--- src/connection_slot_pool_top_macros.svh ---
// ----------------------------------------------------------------------------
// connection slot pool assertion macros
// shared property wrappers, empty when synthesizing
// ----------------------------------------------------------------------------
`ifndef CONNECTION_SLOT_POOL_TOP_MACROS_SVH
`define CONNECTION_SLOT_POOL_TOP_MACROS_SVH

`ifndef SYNTHESIS
`define CSP_ASSERT_SAME(lbl, clk, rst_n, pre, post) \
	lbl : assert property (@(posedge clk) disable iff (!rst_n) (pre) |-> (post)) \
		else $error("connection slot pool check failed");
`define CSP_ASSERT_NEXT(lbl, clk, rst_n, pre, post) \
	lbl : assert property (@(posedge clk) disable iff (!rst_n) (pre) |=> (post)) \
		else $error("connection slot pool check failed");
`else
`define CSP_ASSERT_SAME(lbl, clk, rst_n, pre, post)
`define CSP_ASSERT_NEXT(lbl, clk, rst_n, pre, post)
`endif

`endif

--- src/csp_pkg.sv ---
// ----------------------------------------------------------------------------
// csp_pkg
// constants, codes and controller/datapath types of the connection slot pool
// ----------------------------------------------------------------------------
package csp_pkg;

	localparam int SLOTS      = 16;
	localparam int IDX_W      = (SLOTS > 1) ? $clog2(SLOTS) : 1;
	localparam int CNT_W      = $clog2(SLOTS + 1);
	localparam int LIM_W      = 5;
	localparam int CMP_W      = ((CNT_W + 1) > LIM_W) ? (CNT_W + 1) : LIM_W;
	localparam int ID_W       = 32;
	localparam int CMD_W      = 2;
	localparam int STS_W      = 2;
	localparam int TOT_W      = 5;
	localparam int IN_DATA_W  = 32;
	localparam int OUT_USED_W = STS_W + ID_W + ID_W + TOT_W + TOT_W;
	localparam int OUT_DATA_W = ((OUT_USED_W + 7) / 8) * 8;
	localparam int PAD_W      = OUT_DATA_W - OUT_USED_W;

	localparam logic [LIM_W-1:0] LIMIT_RESET = LIM_W'(16);

	localparam logic [1:0] SLOT_FREE   = 2'd0;
	localparam logic [1:0] SLOT_IDLE   = 2'd1;
	localparam logic [1:0] SLOT_ACTIVE = 2'd2;

	localparam logic [CMD_W-1:0] CMD_ACQUIRE = 2'd0;
	localparam logic [CMD_W-1:0] CMD_RELEASE = 2'd1;
	localparam logic [CMD_W-1:0] CMD_CLOSE   = 2'd2;
	localparam logic [CMD_W-1:0] CMD_RESET   = 2'd3;

	localparam logic [STS_W-1:0] RES_OK        = 2'd0;
	localparam logic [STS_W-1:0] RES_EXHAUSTED = 2'd1;
	localparam logic [STS_W-1:0] RES_NOT_FOUND = 2'd2;

	typedef struct packed {
		logic start;
		logic scan;
		logic commit;
	} csp_cmd_t;

	typedef struct packed {
		logic scan_last;
		logic out_free;
	} csp_sts_t;

	function automatic logic [TOT_W-1:0] sat_total(input logic [CNT_W-1:0] v);
		logic [CMP_W-1:0] w;
		w = CMP_W'(v);
		sat_total = (w > CMP_W'(31)) ? TOT_W'(31) : w[TOT_W-1:0];
	endfunction

endpackage

--- src/csp_ctrl.sv ---
// ----------------------------------------------------------------------------
// csp_ctrl
// command sequencer: take item, scan the slot table, commit the result
// ----------------------------------------------------------------------------
module csp_ctrl (
	input  logic              clk,
	input  logic              arst_n,
	input  logic              s_tvalid,
	output logic              s_tready,
	input  csp_pkg::csp_sts_t sts,
	output csp_pkg::csp_cmd_t cmd
);

	localparam logic [1:0] ST_IDLE   = 2'd0;
	localparam logic [1:0] ST_SCAN   = 2'd1;
	localparam logic [1:0] ST_COMMIT = 2'd2;

	logic [1:0] state_q;
	logic [1:0] state_d;

	always_comb begin
		state_d    = state_q;
		cmd        = '0;
		s_tready   = 1'b0;
		case (state_q)
			ST_IDLE: begin
				s_tready = 1'b1;
				if (s_tvalid) begin
					cmd.start = 1'b1;
					state_d   = ST_SCAN;
				end
			end
			ST_SCAN: begin
				cmd.scan = 1'b1;
				if (sts.scan_last) begin
					state_d = ST_COMMIT;
				end
			end
			ST_COMMIT: begin
				if (sts.out_free) begin
					cmd.commit = 1'b1;
					state_d    = ST_IDLE;
				end
			end
			default: begin
				state_d = ST_IDLE;
			end
		endcase
	end

	always_ff @(posedge clk or negedge arst_n) begin
		if (!arst_n) begin
			state_q <= ST_IDLE;
		end else begin
			state_q <= state_d;
		end
	end

endmodule

--- src/csp_dpath.sv ---
// ----------------------------------------------------------------------------
// csp_dpath
// slot table, counters, scan compare and result register
// ----------------------------------------------------------------------------
module csp_dpath (
	input  logic                               clk,
	input  logic                               arst_n,
	input  csp_pkg::csp_cmd_t                  cmd,
	output csp_pkg::csp_sts_t                  sts,
	input  logic [csp_pkg::CMD_W-1:0]          in_command,
	input  logic [csp_pkg::ID_W-1:0]           in_conn_id,
	input  logic                               cfg_valid,
	input  logic [csp_pkg::LIM_W-1:0]          cfg_data,
	output logic                               out_valid,
	input  logic                               out_ready,
	output logic [csp_pkg::OUT_DATA_W-1:0]     out_data
);

	// slot table, state doubles as valid for id and served
	logic [1:0]               slot_state_q  [csp_pkg::SLOTS];
	logic [csp_pkg::ID_W-1:0] slot_id_q     [csp_pkg::SLOTS];
	logic [csp_pkg::ID_W-1:0] slot_served_q [csp_pkg::SLOTS];

	logic [csp_pkg::CMD_W-1:0] cmd_q;
	logic [csp_pkg::ID_W-1:0]  conn_id_q;
	logic [csp_pkg::IDX_W-1:0] scan_idx_q;
	logic                      hit_q;
	logic [csp_pkg::IDX_W-1:0] hit_idx_q;
	logic [1:0]                hit_state_q;
	logic [csp_pkg::ID_W-1:0]  hit_id_q;
	logic [csp_pkg::ID_W-1:0]  hit_served_q;
	logic                      free_hit_q;
	logic [csp_pkg::IDX_W-1:0] free_idx_q;
	logic [csp_pkg::ID_W-1:0]  next_id_q;
	logic [csp_pkg::CNT_W-1:0] active_q;
	logic [csp_pkg::CNT_W-1:0] idle_q;
	logic [csp_pkg::LIM_W-1:0] limit_q;
	logic                      out_valid_q;
	logic [csp_pkg::OUT_DATA_W-1:0] out_data_q;

	logic [1:0]               rd_state;
	logic [csp_pkg::ID_W-1:0] rd_id;
	logic [csp_pkg::ID_W-1:0] rd_served;
	logic                     scan_match;

	logic [csp_pkg::CMP_W-1:0] limit_eff;
	logic [csp_pkg::CMP_W-1:0] live;
	logic [csp_pkg::ID_W-1:0]  next_id_inc;

	logic [csp_pkg::STS_W-1:0] res_status;
	logic [csp_pkg::ID_W-1:0]  res_gid;
	logic [csp_pkg::ID_W-1:0]  res_served;
	logic [csp_pkg::CNT_W-1:0] active_d;
	logic [csp_pkg::CNT_W-1:0] idle_d;
	logic [csp_pkg::ID_W-1:0]  next_id_d;
	logic                      clear_all;
	logic                      wr_state_en;
	logic [csp_pkg::IDX_W-1:0] wr_idx;
	logic [1:0]                wr_state;
	logic                      wr_id_en;
	logic                      wr_served_en;
	logic [csp_pkg::ID_W-1:0]  wr_served;

	assign rd_state  = slot_state_q[scan_idx_q];
	assign rd_id     = slot_id_q[scan_idx_q];
	assign rd_served = slot_served_q[scan_idx_q];

	always_comb begin
		case (cmd_q)
			csp_pkg::CMD_ACQUIRE: scan_match = (rd_state == csp_pkg::SLOT_IDLE);
			csp_pkg::CMD_RELEASE: scan_match = (rd_state == csp_pkg::SLOT_ACTIVE) &&
			                                   (rd_id == conn_id_q);
			csp_pkg::CMD_CLOSE:   scan_match = (rd_state != csp_pkg::SLOT_FREE) &&
			                                   (rd_id == conn_id_q);
			default:              scan_match = 1'b0;
		endcase
	end

	assign sts.scan_last = (scan_idx_q == csp_pkg::IDX_W'(csp_pkg::SLOTS - 1));
	assign sts.out_free  = !out_valid_q || out_ready;

	assign limit_eff   = (csp_pkg::CMP_W'(limit_q) > csp_pkg::CMP_W'(csp_pkg::SLOTS)) ?
	                     csp_pkg::CMP_W'(csp_pkg::SLOTS) : csp_pkg::CMP_W'(limit_q);
	assign live        = csp_pkg::CMP_W'(active_q) + csp_pkg::CMP_W'(idle_q);
	assign next_id_inc = next_id_q + csp_pkg::ID_W'(1);

	always_comb begin
		res_status   = csp_pkg::RES_OK;
		res_gid      = '0;
		res_served   = '0;
		active_d     = active_q;
		idle_d       = idle_q;
		next_id_d    = next_id_q;
		clear_all    = 1'b0;
		wr_state_en  = 1'b0;
		wr_idx       = hit_idx_q;
		wr_state     = csp_pkg::SLOT_FREE;
		wr_id_en     = 1'b0;
		wr_served_en = 1'b0;
		wr_served    = '0;
		case (cmd_q)
			csp_pkg::CMD_ACQUIRE: begin
				if (hit_q) begin
					wr_state_en = 1'b1;
					wr_state    = csp_pkg::SLOT_ACTIVE;
					active_d    = active_q + csp_pkg::CNT_W'(1);
					if (idle_q != '0) begin
						idle_d = idle_q - csp_pkg::CNT_W'(1);
					end
					res_gid    = hit_id_q;
					res_served = hit_served_q;
				end else if (live >= limit_eff || !free_hit_q) begin
					res_status = csp_pkg::RES_EXHAUSTED;
				end else begin
					wr_idx       = free_idx_q;
					wr_state_en  = 1'b1;
					wr_state     = csp_pkg::SLOT_ACTIVE;
					wr_id_en     = 1'b1;
					wr_served_en = 1'b1;
					active_d     = active_q + csp_pkg::CNT_W'(1);
					next_id_d    = (next_id_inc == '0) ? csp_pkg::ID_W'(1) : next_id_inc;
					res_gid      = next_id_q;
				end
			end
			csp_pkg::CMD_RELEASE: begin
				if (hit_q) begin
					wr_state_en  = 1'b1;
					wr_state     = csp_pkg::SLOT_IDLE;
					wr_served_en = 1'b1;
					wr_served    = hit_served_q + csp_pkg::ID_W'(1);
					if (active_q != '0) begin
						active_d = active_q - csp_pkg::CNT_W'(1);
					end
					idle_d = idle_q + csp_pkg::CNT_W'(1);
				end else begin
					res_status = csp_pkg::RES_NOT_FOUND;
				end
			end
			csp_pkg::CMD_CLOSE: begin
				if (hit_q) begin
					wr_state_en = 1'b1;
					wr_state    = csp_pkg::SLOT_FREE;
					if (hit_state_q == csp_pkg::SLOT_ACTIVE && active_q != '0) begin
						active_d = active_q - csp_pkg::CNT_W'(1);
					end else if (hit_state_q == csp_pkg::SLOT_IDLE && idle_q != '0) begin
						idle_d = idle_q - csp_pkg::CNT_W'(1);
					end
				end else begin
					res_status = csp_pkg::RES_NOT_FOUND;
				end
			end
			default: begin
				clear_all = 1'b1;
				active_d  = '0;
				idle_d    = '0;
				next_id_d = csp_pkg::ID_W'(1);
			end
		endcase
	end

	// slot states, counters, limit, scan flags and result valid
	always_ff @(posedge clk or negedge arst_n) begin
		if (!arst_n) begin
			for (int i = 0; i < csp_pkg::SLOTS; i++) begin
				slot_state_q[i] <= csp_pkg::SLOT_FREE;
			end
			next_id_q   <= csp_pkg::ID_W'(1);
			active_q    <= '0;
			idle_q      <= '0;
			limit_q     <= csp_pkg::LIMIT_RESET;
			out_valid_q <= 1'b0;
			hit_q       <= 1'b0;
			free_hit_q  <= 1'b0;
			scan_idx_q  <= '0;
		end else begin
			if (cfg_valid) begin
				limit_q <= cfg_data;
			end
			if (cmd.start) begin
				scan_idx_q <= '0;
				hit_q      <= 1'b0;
				free_hit_q <= 1'b0;
			end else if (cmd.scan) begin
				scan_idx_q <= scan_idx_q + csp_pkg::IDX_W'(1);
				if (scan_match && !hit_q) begin
					hit_q <= 1'b1;
				end
				if (rd_state == csp_pkg::SLOT_FREE && !free_hit_q) begin
					free_hit_q <= 1'b1;
				end
			end
			if (cmd.commit) begin
				if (clear_all) begin
					for (int i = 0; i < csp_pkg::SLOTS; i++) begin
						slot_state_q[i] <= csp_pkg::SLOT_FREE;
					end
				end else if (wr_state_en) begin
					slot_state_q[wr_idx] <= wr_state;
				end
				next_id_q   <= next_id_d;
				active_q    <= active_d;
				idle_q      <= idle_d;
				out_valid_q <= 1'b1;
			end else if (out_ready) begin
				out_valid_q <= 1'b0;
			end
		end
	end

	// payload: item capture, scan hits, id and served storage, result
	always_ff @(posedge clk) begin
		if (cmd.start) begin
			cmd_q     <= in_command;
			conn_id_q <= in_conn_id;
		end
		if (cmd.scan) begin
			if (scan_match && !hit_q) begin
				hit_idx_q    <= scan_idx_q;
				hit_state_q  <= rd_state;
				hit_id_q     <= rd_id;
				hit_served_q <= rd_served;
			end
			if (rd_state == csp_pkg::SLOT_FREE && !free_hit_q) begin
				free_idx_q <= scan_idx_q;
			end
		end
		if (cmd.commit) begin
			if (wr_id_en) begin
				slot_id_q[wr_idx] <= next_id_q;
			end
			if (wr_served_en) begin
				slot_served_q[wr_idx] <= wr_served;
			end
			out_data_q <= {{csp_pkg::PAD_W{1'b0}},
			               csp_pkg::sat_total(idle_d),
			               csp_pkg::sat_total(active_d),
			               res_served, res_gid, res_status};
		end
	end

	assign out_valid = out_valid_q;
	assign out_data  = out_data_q;

endmodule

--- src/connection_slot_pool_top.sv ---
// ----------------------------------------------------------------------------
// connection_slot_pool_top
// connection slot pool: acquire, release, close and reset over a slot table
// ----------------------------------------------------------------------------
// channel   direction  contents
// s_*       in         tuser command, tdata conn_id
// m_*       out        tdata status, granted_id, served_count, totals
// cfg_*     in         connection_limit
//
// an item is accepted, then the slot table is scanned entry by entry
// through its single read port, then the result is committed
// the commit waits while the previous result is still held on m_*
// a new item is taken once the commit is done, even if the result waits
// arst_n resets the slot states, counters, next id and limit at once
// ----------------------------------------------------------------------------
`include "connection_slot_pool_top_macros.svh"

module connection_slot_pool_top (
	input  logic                           clk,
	input  logic                           arst_n,
	input  logic                           s_tvalid,
	output logic                           s_tready,
	input  logic [csp_pkg::IN_DATA_W-1:0]  s_tdata,   // conn_id
	input  logic [csp_pkg::CMD_W-1:0]      s_tuser,   // command
	output logic                           m_tvalid,
	input  logic                           m_tready,
	// status, granted_id, served_count, active_total, idle_total, zero pad
	output logic [csp_pkg::OUT_DATA_W-1:0] m_tdata,
	input  logic                           cfg_valid,
	output logic                           cfg_ready,
	input  logic [csp_pkg::LIM_W-1:0]      cfg_data
);

	csp_pkg::csp_cmd_t ctl_cmd;
	csp_pkg::csp_sts_t ctl_sts;

	assign cfg_ready = 1'b1;

	csp_ctrl u_ctrl (
		.clk      (clk),
		.arst_n   (arst_n),
		.s_tvalid (s_tvalid),
		.s_tready (s_tready),
		.sts      (ctl_sts),
		.cmd      (ctl_cmd)
	);

	csp_dpath u_dpath (
		.clk        (clk),
		.arst_n     (arst_n),
		.cmd        (ctl_cmd),
		.sts        (ctl_sts),
		.in_command (s_tuser),
		.in_conn_id (s_tdata[csp_pkg::ID_W-1:0]),
		.cfg_valid  (cfg_valid),
		.cfg_data   (cfg_data),
		.out_valid  (m_tvalid),
		.out_ready  (m_tready),
		.out_data   (m_tdata)
	);

	`CSP_ASSERT_NEXT(a_accept_blocks, clk, arst_n, s_tvalid && s_tready, !s_tready)
	`CSP_ASSERT_SAME(a_commit_free, clk, arst_n, ctl_cmd.commit, ctl_sts.out_free)
	`CSP_ASSERT_NEXT(a_commit_shows, clk, arst_n, ctl_cmd.commit, m_tvalid)

endmodule

--- config.mk ---
export PLATFORM = sky130hd
export DESIGN_NAME = connection_slot_pool_top
export DESIGN_NICKNAME = d
export VERILOG_FILES = /design/src/csp_pkg.sv /design/src/csp_ctrl.sv /design/src/csp_dpath.sv /design/src/connection_slot_pool_top.sv
export VERILOG_INCLUDE_DIRS = /design/src /design/src/src
export SDC_FILE = /design/constraint.sdc
export NUM_CORES = 1
export LEC_CHECK = 0
export BUFFER_PORTS_ARGS = -buffer_cell sky130_fd_sc_hd__buf_2
export CORE_ASPECT_RATIO = 1.1
export CORE_MARGIN = 8
export CORE_UTILIZATION = 30
export DETAILED_ROUTE_END_ITERATION = 12
export GPL_ROUTABILITY_DRIVEN = 1
export MAX_ROUTING_LAYER = met4
export PLACE_DENSITY = 0.53
export SYNTH_ARGS = -nofsm -noshare
export SYNTH_HDL_FRONTEND = slang
export SYNTH_SLANG_ARGS = --single-unit
--- constraint.sdc ---
create_clock -name clk -period 4.98 [get_ports clk]
set_input_delay 0.996 -clock clk [delete_from_list [all_inputs] [get_ports clk]]
set_output_delay 0.996 -clock clk [all_outputs]
set_load 0.01 [all_outputs]
Word-level counts from Yosys, hierarchy flattened
Memory sizes are Yosys's and may differ from the RTL's. A register that Yosys moved wholly into a read port is not among the register bits. Index checks and enable logic that the tools add are counted.

$add $sub $neg: 8. Magnitude comparators: 5. Eq/ne operators: 16. Mux-type cells: 76. Bitwise operators: 3. Reductions and logical operators: 33.

Operator list (count): two-way mux 32 bit (9); two-way mux 5 bit (13); adder 32 x 1 -> 32 bit, second input constant (2); case mux 32 bit (2 select lines) (1); bitwise mux 32 bit (1); == test 32 bit (1); zero test 32 bit (1); case mux 5 bit (3 select lines) (2); two-way mux 1 bit (27); two-way mux 2 bit (10); two-way mux 4 bit (5); AND reduction 2 bit (6); adder 5 x 1 -> 5 bit, second input constant (2); >= comparator 5 bit, second input constant (2); inequality test 2 bit, second input constant (5); NOT 4 -> 5 bit (2); nonzero test 2 bit (5); nonzero test 5 bit (2); subtractor 5 x 1 -> 5 bit, second input constant (2); binary-select mux 2 bit (select 4 bit) (1); demux 2 bit (select 4 bit) (1); == test 2 x 1 -> 1 bit, second input constant (4); == test 2 bit, second input constant (4); case mux 2 bit (2 select lines) (2); 19 further kinds (31).

Flip-flop bits (word level): 240. RAM bits: 1024. Input bits: 44. Output and inout port bits: 83. Word-level logic and storage cells: 177. Memories: 2.

Memory list: u_dpath.slot_id_q (depth 16, width 32, read ports 1, clocked after memory_dff 0, wr ports 1, line csp_dpath.sv:21) `logic [csp_pkg::ID_W-1:0] slot_id_q [csp_pkg::SLOTS];`; u_dpath.slot_served_q (depth 16, width 32, read ports 1, clocked after memory_dff 1, wr ports 1, line csp_dpath.sv:22) `logic [csp_pkg::ID_W-1:0] slot_served_q [csp_pkg::SLOTS];`.

Depth between registers and ports, before layout
Gate-level depths: netlist of run 1.

Depth after elaboration: 15. Mapped depth: 17.

Hierarchy
A second synthesis of run 1 with hierarchy kept.

Cells, all modules: 2948. Area, all modules: 52686.8 sq um.

Modules (own cells, without submodules): csp_dpath (instances 1, cells each 2935, area an instance 52562.9 sq um, seq. area each 38429.4 sq um); csp_ctrl (instances 1, cells each 11, area an instance 112.6 sq um, seq. area each 50.0 sq um); connection_slot_pool_top (instances 1, cells each 2, area an instance 11.3 sq um, seq. area each 0.0 sq um).

Least setup slack after synthesis of run 1
OpenSTA, ideal clock, no wires.

Path kind: input to register. Start point: in m_tready. End point: mem u_dpath.slot_served_q[0][0] in the netlist's numbering, enable pin. Library setup time: 0.395 ns. Arrival time: 4.678 ns. Required time: 4.585 ns. Path slack: -0.094 ns. Cell stages on the path: 7. Buffers on the path: 2. Cell sequence: nand2b_1 > nand2b_1 > clkbuf_1 > clkinv_1 > o21ai_1 > clkbuf_1 > nor2_1.

RTL lines: start: declaration (line connection_slot_pool_top.sv:26) `input logic m_tready,`; end: declaration (line csp_dpath.sv:22).

Worst setup path in the final report of run 1
Start point: reg u_dpath.active_q[0] in the netlist's numbering. End point: mem u_dpath.slot_id_q[15][9] in the netlist's numbering, enable pin.

Word-level cells in the longest chain between the ends: 9. Elaborated cells between the ends (all ways): 12. Those cells by class: add/sub: 1; order compare: 1; mux: 9; reduce/logical: 1.

RTL lines: start: declaration (line csp_dpath.sv:35) `logic [csp_pkg::CNT_W-1:0] active_q;`; start signal: assignment (line csp_dpath.sv:201) `active_q <= active_d;`; adder 5 x 5 -> 6 bit * (line csp_dpath.sv:84) `assign live = csp_pkg::CMP_W'(active_q) + csp_pkg::CMP_W'(idle_q);`; >= comparator 6 bit * (line csp_dpath.sv:112) `end else if (live >= limit_eff || !free_hit_q) begin`; logical OR 1 bit * (line csp_dpath.sv:112); two-way mux 1 bit (line csp_dpath.sv:112); two-way mux 1 bit (line csp_dpath.sv:103) `if (hit_q) begin`; two-way mux 1 bit (line csp_dpath.sv:101) `case (cmd_q)`; two-way mux 1 bit (line csp_dpath.sv:228) `if (wr_id_en) begin`; two-way mux 1 bit (line csp_dpath.sv:227) `if (cmd.commit) begin`; two-way mux 1 bit (implied by the code) (line csp_dpath.sv:229) `slot_id_q[wr_idx] <= next_id_q;`; end: declaration (line csp_dpath.sv:21).

Mark *: on every way between the ends. The rest lies on a longest branch, timed or not.

==> results.yml, run 1 <==
clock_tree:
  cts_sinks: 1296
  clock_latency_ps: 780
  clk_pin_slew_ps: 60
  clk_path_buf_depth: 3
  h-tree-depth: 4
  postCtsSetupBuffers: 0
  root_buffer: "clkbuf_16"
  postCtsHoldBufs: 0
  cts_tree: "done"
  cts_resized: 0
  cts-buffers-inserted: 141
sta:
  fin_skew_ps: 31.1
  worst_pin_slew_ps: 1340
  worst_slack_ps: 343
  whs_ps: 404
  setup_tns_ps: 0
  rsz0062_at_grt: "false"
  final-hold-violation-count: 0
  max_freq_mhz: 216
  fin_crit_ps: 4640
  finalCritPeriodShare: 0.931
  finalSetupViolCount: 0
  slew_viol_final: 0
  slew_headroom: 0.103
grt:
  grt_max_degree: 129
  grt_pass1_wl_um: 205000
  overflow: 0
  grt.total_usage: 0.150
  grt_pass1_vias: 28306
  antenna_found_initial: 3
die:
  initial_core_util: 0.302
  die_w_um: 416
  ioPinCount: 127
  core_mm2: 0.175
  die_area_mm2: 0.190
  dieHeight_um: 457
  floorplan.rows: 161
yosys:
  async_flop_share: 0.0679
  yosysMostFrequentCell: "edfxtp_1"
  yosys.area.top_type: "edfxtp_1"
  yosys-top-cells-count: "edfxtp_1, mux4_2, nor2_1, mux2i_1, nand2_1"
  ys_ff_latch: 1296
  synth_cell_types: 83
  syn_avg_cell_area_um2: 18.4
  netlist_area_mm2: 0.0529
  yosysSeqAreaShare: 0.727
  synthTopCellsByArea: "edfxtp_1, mux4_2, dfrtp_1, mux2i_1, nor2_1"
  yosysWarnings: 0
  synth_top_area_frac: 0.685
  synth-edff-count: 1208
  syn_inst: 2877
  synth_ff_type: "edfxtp_1"
worst_setup_path:
  path_class: "flop to flop"
  cp_max_fo: 21
  cp.required_ps: 5430
  slowest_stage: "nor2_4"
  crit_chain: "ha_1, inv_1, fa_1, inv_1, a21o_1, a21oi_1, xnor2_1, ha_1, nor2_1, nand2_1, a2111oi_0, buf_4, a21boi_4, buf_12, mux2i_1, buf_4, nor2_4, buf_4"
  critPathTopFamily: "buffers and inverters"
  arrival_ps: 5090
  crit_path_frequent_cell: "buf_4"
  cp-end-kind: "flop"
  r2r_slack_ps: 340
  startpoint_type: "flop"
  cp_num_buf_inv: 6
  r2r-end: "u_dpath.slot_id_q[15][9]"
  r2r-start: "u_dpath.active_q[0]"
  reg2reg_depth: 18
  critPathMaxStageDelay_ps: 710
hold_path:
  min_path_cells: 1
  holdCritPathClass: "input port to flop"
  hp-start: "s_tdata[24]"
  hold_end: "u_dpath.conn_id_q[24]"
placed_design:
  placement.io_buffers: 121
  gp_congestion: 0.829
  dpl.hpwl_um: 84400
  placed_cell_area_mm2: 0.0575
  pre_cts_ws_ps: 307
cells_and_area:
  area_growth_pct: 17.2
  drive_gt1_frac: 0.248
  antenna_cells: 0
  finalNetCount: 3193
  fillers: 16372
  postLayoutCellArea_mm2: 0.0620
detailed_routing:
  post_drt_wl_per_cell_um: 25.8
  viasPerCell: 5.01
  drc: 0
  detailroute.via_count: 27685
  drtIter0Drc: 2485
  drtPass1Iterations: 5
  ant_nets: 0
  wl_um: 142000
pwr:
  power_density_mw_per_mm2: 475
  power_leakage_nw: 19.6
  ir_drop_v: 0.000346
run:
  drv_cap: 0
outcome:
  outcome: "completed"
[power breakdown]
| part | switching (W) | total (W) | leakage (nW) | internal [W] |
|---|---|---|---|---|
| Sequential | 0.000277 | 0.0124 | 11.5 | 0.0122 |
| Clock | 0.00443 | 0.0103 | 2.24 | 0.00586 |
| Combinational | 0.00371 | 0.00676 | 5.80 | 0.00305 |
[cell families (layout without fill, tap and decap cells)]
group                      after synthesis  in the layout  synth area share
DFF                                   1296           1296             0.727
and+or+nand+nor                        557            557            0.0520
muxes                                  408            408             0.140
AOI/OAI and AO/OA                      326            326            0.0446
buffers and inverters                  187            551            0.0178
xor gates and xnor gates                79             79            0.0131
adders and majority gates               22             22           0.00534
other                                    2              5          0.000142
[routing by layer]
layer  up-vias  share of wire  GRT usage
met4         0          0.026     0.0416
li1      12147              -          -
met3       188          0.036     0.0201
met5         -              0          -
met1     14649           0.43      0.188
met2       701           0.51      0.254
[area by class of cell]
class,count,area (um2),share of cell area
clock inverter,81,792,0.0128
sequential,1296,38500,0.621
inverter,32,125,0.00202
tap,2282,2860,0.0460
clock buffer,179,3770,0.0608
multi-input combinational,1397,13800,0.223
timing repair buffer,259,2170,0.0350
[metrics by stage]
stage / instances / total power [W] / utilization
final: 5526 / 0.0295 / 0.354
after detailed placement: 5266 / 0.0196 / 0.328
after global placement: 5266 / 0.0196 / 0.328
after CTS: 5526 / 0.0299 / 0.354
after floorplan: 2880 / 0.0175 / -
after global routing: 5526 / 0.0306 / 0.354
[worst max path at each step]
stage / from / endpoint / cells after the start
floorplan: u_dpath.idle_q[0] / u_dpath.slot_served_q[12][0] / 16
global placement: u_dpath.active_q[0] / u_dpath.slot_id_q[15][8] / 18
detailed placement: u_dpath.active_q[0] / u_dpath.slot_id_q[15][4] / 18
CTS: u_dpath.active_q[0] / u_dpath.slot_id_q[15][9] / 18
global route: u_dpath.active_q[0] / u_dpath.slot_id_q[15][9] / 18
finish: u_dpath.active_q[0] / u_dpath.slot_id_q[15][9] / 18
[sequential cells by signal, summed over array words and instances, names as in the netlist]
name                   flops
u_dpath.slot_id_q        512
u_dpath.slot_served_q    512
u_dpath.out_data          76
u_dpath.conn_id_q         32
u_dpath.hit_id_q          32
u_dpath.hit_served_q      32
u_dpath.next_id_q         32
u_dpath.slot_state_q      32
u_dpath.active_q           5
u_dpath.idle_q             5
u_dpath.limit_q            5
u_dpath.free_idx_q         4
u_dpath.hit_idx_q          4
u_dpath.scan_idx_q         4
u_ctrl.state_q             2
u_dpath.cmd_q              2
u_dpath.hit_state_q        2
u_dpath.free_hit_q         1
u_dpath.hit_q              1
u_dpath.out_valid          1
[placed cells by master, fill, tap and decap left out, drive strengths merged, types with 7 or more instances in the layout]
cell / instances
edfxtp: 1208
nor2b: 52
a221oi: 12
nor2: 183
o31ai: 24
ha: 21
buf: 259
o211ai: 8
mux2: 22
nor4: 11
a21o: 9
mux2i: 127
xnor2: 39
inv: 41
a21oi: 32
or3: 7
nand3: 35
clkbuf: 179
and3: 43
nand2b: 21
mux4: 259
nor3: 33
a22oi: 32
nand4: 16
bufinv: 8
and4: 15
a31oi: 8
nand2: 111
a221o: 34
dfrtp: 86
a22o: 36
clkinv: 62
xor2: 40
o21ai: 80
and2: 10
(Power assumes the default switching activity.)
==> run 2, diff against run 1 <==
- REMOVE_ABC_BUFFERS: default -> 1
==> run 2 against run 1 <==
Sequential share of layout area increased by 0.090 points. Final cell count down 0.40%. Worst setup slack worse by 160 ps. Sequential cell count did not move. Routed wire length decreased by 1.6%. Via count increased by 0.28%. Hold slack worse by 77 ps. Clock skew rose by 16 ps. Die area unchanged. Non-clock buffer count shrank 17. First-iteration DRC count is 8.5% lower. Sequential power is essentially flat.
==> results.yml, run 2 (synthesized netlist as in run 1, its figures left out) <==
grt:
  grt.total_usage: 0.148
  overflow: 0
  grt_pass1_wl_um: 204000
  grt_pass1_vias: 28637
  antenna_found_initial: 4
  grt_max_degree: 104
worst_setup_path:
  endpoint: "u_dpath.hit_served_q[11]"
  path_class: "flop to flop"
  r2r-start: "u_dpath.scan_idx_q[1]"
  startpoint_type: "flop"
  crit_path_frequent_cell: "buf_12"
  reg2reg_depth: 10
  cp.required_ps: 5390
  cp_num_buf_inv: 3
  cp.depth: 10
  arrival_ps: 5210
  cp-end-kind: "flop"
  critPathTopFamily: "simple AND/OR/NAND/NOR gates"
  cp_max_fo: 46
  slowest_stage: "o31ai_1"
  critPathMaxStageDelay_ps: 760
  startpoint: "u_dpath.scan_idx_q[1]"
  crit_chain: "buf_12, buf_4, mux4_2, o21ai_0, xnor2_1, o31ai_1, nand4_1, or4b_1, nand2b_4, buf_12"
  r2r-end: "u_dpath.hit_served_q[11]"
  r2r_slack_ps: 180
detailed_routing:
  viasPerCell: 5.04
  detailroute.via_count: 27762
  drc: 0
  post_drt_wl_per_cell_um: 25.5
  ant_nets: 0
  wl_um: 140000
  drtIter0Drc: 2273
  drtPass1Iterations: 5
pwr:
  clockPowerShare: 0.356
  p_sw_frac: 0.281
  p_comb_frac: 0.223
  ir_drop_v: 0.000354
  pwr-share-seq: 0.420
  finalPower_w: 0.0296
  p_sw_w: 0.00834
  internal_power_w: 0.0213
  power_leakage_nw: 19.5
  power_density_mw_per_mm2: 478
cells_and_area:
  final_cell_mix: "edfxtp_1, mux4_2, nor2_1"
  utilization: 0.353
  area_growth_pct: 17.0
  finalNetCount: 3179
  layout_commonest_cell: "edfxtp_1"
  finalNonFillerCells: 5504
  antenna_cells: 0
  drive_gt1_frac: 0.244
run:
  drv_cap: 0
sta:
  setup_tns_ps: 0
  finalSetupViolCount: 0
  max_freq_mhz: 208
  worst_pin_slew_ps: 1300
  slew_viol_final: 0
  final-hold-violation-count: 0
  finalCritPeriodShare: 0.964
  rsz0062_at_grt: "false"
  slew_headroom: 0.132
  fin_crit_ps: 4800
  fin_skew_ps: 47.1
die:
  die_w_um: 416
  dieHeight_um: 457
  ioPinCount: 127
  initial_core_util: 0.302
  die_area_mm2: 0.190
  core_mm2: 0.175
  floorplan.rows: 161
clock_tree:
  cts_sinks: 1296
  root_buffer: "clkbuf_16"
  postCtsSetupBuffers: 0
  clk_path_buf_depth: 3
  h-tree-depth: 4
  postCtsHoldBufs: 0
  cts_tree: "done"
  cts_resized: 0
  clock_latency_ps: 790
  cts-buffers-inserted: 144
  clk_pin_slew_ps: 60
placed_design:
  gp_congestion: 0.830
  placement.io_buffers: 121
  place_inst: 5249
  dpl.hpwl_um: 80600
hold_path:
  holdCritPathClass: "input port to asynchronous set/reset pin"
outcome:
  outcome: "completed"
==> run 2: power groups by stage <==
stage / Combinational (W) / Sequential, W / Clock (W)
final: 0.00662 / 0.0125 / 0.0105
after global routing: 0.00712 / 0.0125 / 0.0112
after CTS: 0.00679 / 0.0125 / 0.0108
after detailed placement: 0.00676 / 0.0127 / 0
after global placement: 0.00677 / 0.0127 / 0
after floorplan: 0.00409 / 0.0131 / 0
==> run 2: worst min-delay path by stage <==
stage / to / slack, ps / depth (start not counted)
6_report: u_dpath.idle_q[1] / 330 / 1
5_1_grt: u_dpath.idle_q[1] / 340 / 1
4_1_cts: u_dpath.idle_q[1] / 300 / 1
3_5_place_dp: u_dpath.limit_q[0] / 510 / 1
3_3_place_gp: u_dpath.limit_q[0] / 490 / 1
2_1_floorplan: u_dpath.limit_q[0] / 470 / 1
==> run 2: layout make-up <==
| class | instances | area, um2 |
|---|---|---|
| clock inverters | 79 | 892 |
| multi-input cells | 1397 | 13800 |
| repair buffers | 242 | 1950 |
| fillers | 16367 | 113000 |
| well taps | 2282 | 2860 |
| inverters | 32 | 125 |
| flip-flops and latches | 1296 | 38500 |
| clock buffers | 176 | 3800 |
==> run 2: worst register-to-register path, stage by stage, from the launching register on <==
cell	delay, ps
dfrtp_4	730
buf_12	340
buf_4	230
mux4_2	540
o21ai_0	270
xnor2_1	100
o31ai_1	760
nand4_1	310
or4b_1	640
nand2b_4	140
buf_12	330
==> run 2: per-stage QoR <==
step | area [um2] | hold WS [ps] | worst slack (ps)
6_report | 61900 | 327 | 180
5_1_grt | 61900 | 336 | 61.7
4_1_cts | 61900 | 297 | 189
3_5_place_dp | 57200 | 505 | 203
3_3_place_gp | 57200 | 491 | 191
2_1_floorplan | 52100 | 473 | -8220
==> run 2: per-layer routing <==
| metal | GRT usage | part of all wire | vias up |
|---|---|---|---|
| li1 | - | - | 12112 |
| met5 | - | 0 | - |
| met2 | 0.250 | 0.51 | 753 |
| met1 | 0.183 | 0.42 | 14673 |
| met3 | 0.0234 | 0.045 | 224 |
| met4 | 0.0483 | 0.031 | 0 |
==> run 3, diff against run 2 <==
- PLACE_DENSITY: 0.53 -> default
- PLACE_DENSITY_LB_ADDON: default -> 0.2
==> run 3 against run 2 <==
Clock skew shrank 3.6 ps. Clock power hardly changed. Register-to-register slack better by 270 ps. Hold slack worse by 46 ps. Final cell count increased by 0.31%. Sequential share of layout area decreased by 0.090 points. Largest cell class unchanged. Largest power group unchanged.
==> results.yml, run 3 (synthesized netlist as in run 1, its figures left out) <==
outcome:
  outcome: "completed"
worst_setup_path:
  cp_max_fo: 32
  arrival_ps: 4920
  r2r-end: "u_dpath.slot_id_q[10][21]"
  cp.required_ps: 5370
  path_class: "flop to flop"
  cp-end-kind: "flop"
  reg2reg_depth: 16
  r2r-start: "u_dpath.idle_q[0]"
  startpoint_type: "flop"
  r2r_slack_ps: 450
cells_and_area:
  seq_area_mm2: 0.0385
  finalNetCount: 3189
  fillers: 16448
  multi_input_area_mm2: 0.0138
  drive_gt1_frac: 0.246
  final_cell_mix: "edfxtp_1, mux4_2, clkbuf_16"
  area_growth_pct: 17.2
  layout_commonest_cell: "edfxtp_1"
  postLayoutCellArea_mm2: 0.0620
  finalNonFillerCells: 5521
die:
  core_mm2: 0.175
  floorplan.rows: 161
  die_area_mm2: 0.190
  dieHeight_um: 457
  ioPinCount: 127
  initial_core_util: 0.302
  die_w_um: 416
sta:
  whs_ps: 280
  fin_crit_ps: 4530
  rsz0062_at_grt: "false"
  setup_tns_ps: 0
  worst_slack_ps: 450
  fin_skew_ps: 43.5
  finalSetupViolCount: 0
  slew_headroom: 0.272
  finalCritPeriodShare: 0.910
  worst_pin_slew_ps: 1090
  max_freq_mhz: 221
  final-hold-violation-count: 0
  slew_viol_final: 0
clock_tree:
  cts-buffers-inserted: 146
  h-tree-depth: 4
  postCtsHoldBufs: 0
  clock_latency_ps: 800
  clk_pin_slew_ps: 60
  cts_sinks: 1296
  root_buffer: "clkbuf_16"
  cts_tree: "done"
  clk_path_buf_depth: 3
pwr:
  power_leakage_nw: 19.6
  power_density_mw_per_mm2: 482
  ir_drop_v: 0.000384
detailed_routing:
  viasPerCell: 5.00
  ant_nets: 0
  wl_um: 147000
  detailroute.via_count: 27618
  drc: 0
  drtIter0Drc: 2092
  post_drt_wl_per_cell_um: 26.7
  drtPass1Iterations: 5
placed_design:
  placement.io_buffers: 121
  placed_cell_area_mm2: 0.0573
  dpl.hpwl_um: 83800
  gp_congestion: 0.785
  pre_cts_ws_ps: 270
  place_inst: 5257
grt:
  grt_pass1_vias: 28586
  overflow: 0
  grt.total_usage: 0.156
  grt_max_degree: 89
  grt_pass1_wl_um: 210000
  antenna_found_initial: 6
run:
  drv_cap: 0
hold_path:
  holdCritPathClass: "input port to asynchronous set/reset pin"
[run 3: what timing repair did]
item,in CTS,in global routing
gates resized for setup,0,2
endpoints found under the hold margin,0,0
setup buffers,0,0
endpoints found under the setup margin,0,378
[run 3: routing by layer]
metal | GRT usage | vias to the layer above | routed length (um)
met3 | 0.0269 | 215 | 5930
met4 | 0.0445 | 0 | 3880
li1 | - | 12162 | -
met2 | 0.262 | 639 | 74700
met1 | 0.194 | 14602 | 62700
met5 | - | - | 0
[run 3: how the worst max path moves through the flow]
stage	slack [ps]	depth (start not counted)	endpoint	startpoint
6_report	450	16	u_dpath.slot_id_q[10][21]	u_dpath.idle_q[0]
5_1_grt	20	17	u_dpath.slot_id_q[12][20]	u_dpath.idle_q[0]
4_1_cts	230	16	u_dpath.slot_id_q[8][21]	u_dpath.idle_q[0]
3_5_place_dp	270	16	u_dpath.slot_id_q[8][21]	u_dpath.idle_q[0]
3_3_place_gp	240	16	u_dpath.slot_id_q[8][21]	u_dpath.idle_q[0]
2_1_floorplan	-8220	8	u_dpath.hit_id_q[0]	u_dpath.scan_idx_q[0]
[run 3: area by class of cell]
| type | count | share of cell area |
|---|---|---|
| Multi-Input combinational cell | 1397 | 0.223 |
| Sequential cell | 1296 | 0.621 |
| Inverter | 32 | 0.00202 |
| Timing Repair Buffer | 250 | 0.0321 |
| Tap cell | 2282 | 0.0460 |
| Clock buffer | 187 | 0.0631 |
| Antenna cell | 3 | 0.000121 |
| Clock inverter | 74 | 0.0131 |
[run 3: metrics by stage]
stage               total power, W  utilization
floorplan                   0.0172            -
detailed placement          0.0197        0.327
finish                      0.0299        0.354
global placement            0.0197        0.327
CTS                         0.0304        0.354
global route                0.0311        0.354
[run 3: power by group]
part / internal, W / switching, W / leakage, nW
clock: 0.00613 / 0.00454 / 2.28
sequential: 0.0122 / 0.000312 / 11.5
combinational: 0.00305 / 0.00371 / 5.73
[run 3: worst max-delay path: stages, from the launching register on]
cell,delay (ps)
dfrtp_1,520
ha_1,230
inv_1,60
fa_1,400
inv_1,90
a21o_1,120
a21oi_1,90
xnor2_1,140
ha_1,170
nor2_1,100
nand2_1,90
a2111oi_1,510
a21boi_4,350
nand2_1,190
buf_4,290
nor2_4,120
buf_4,630
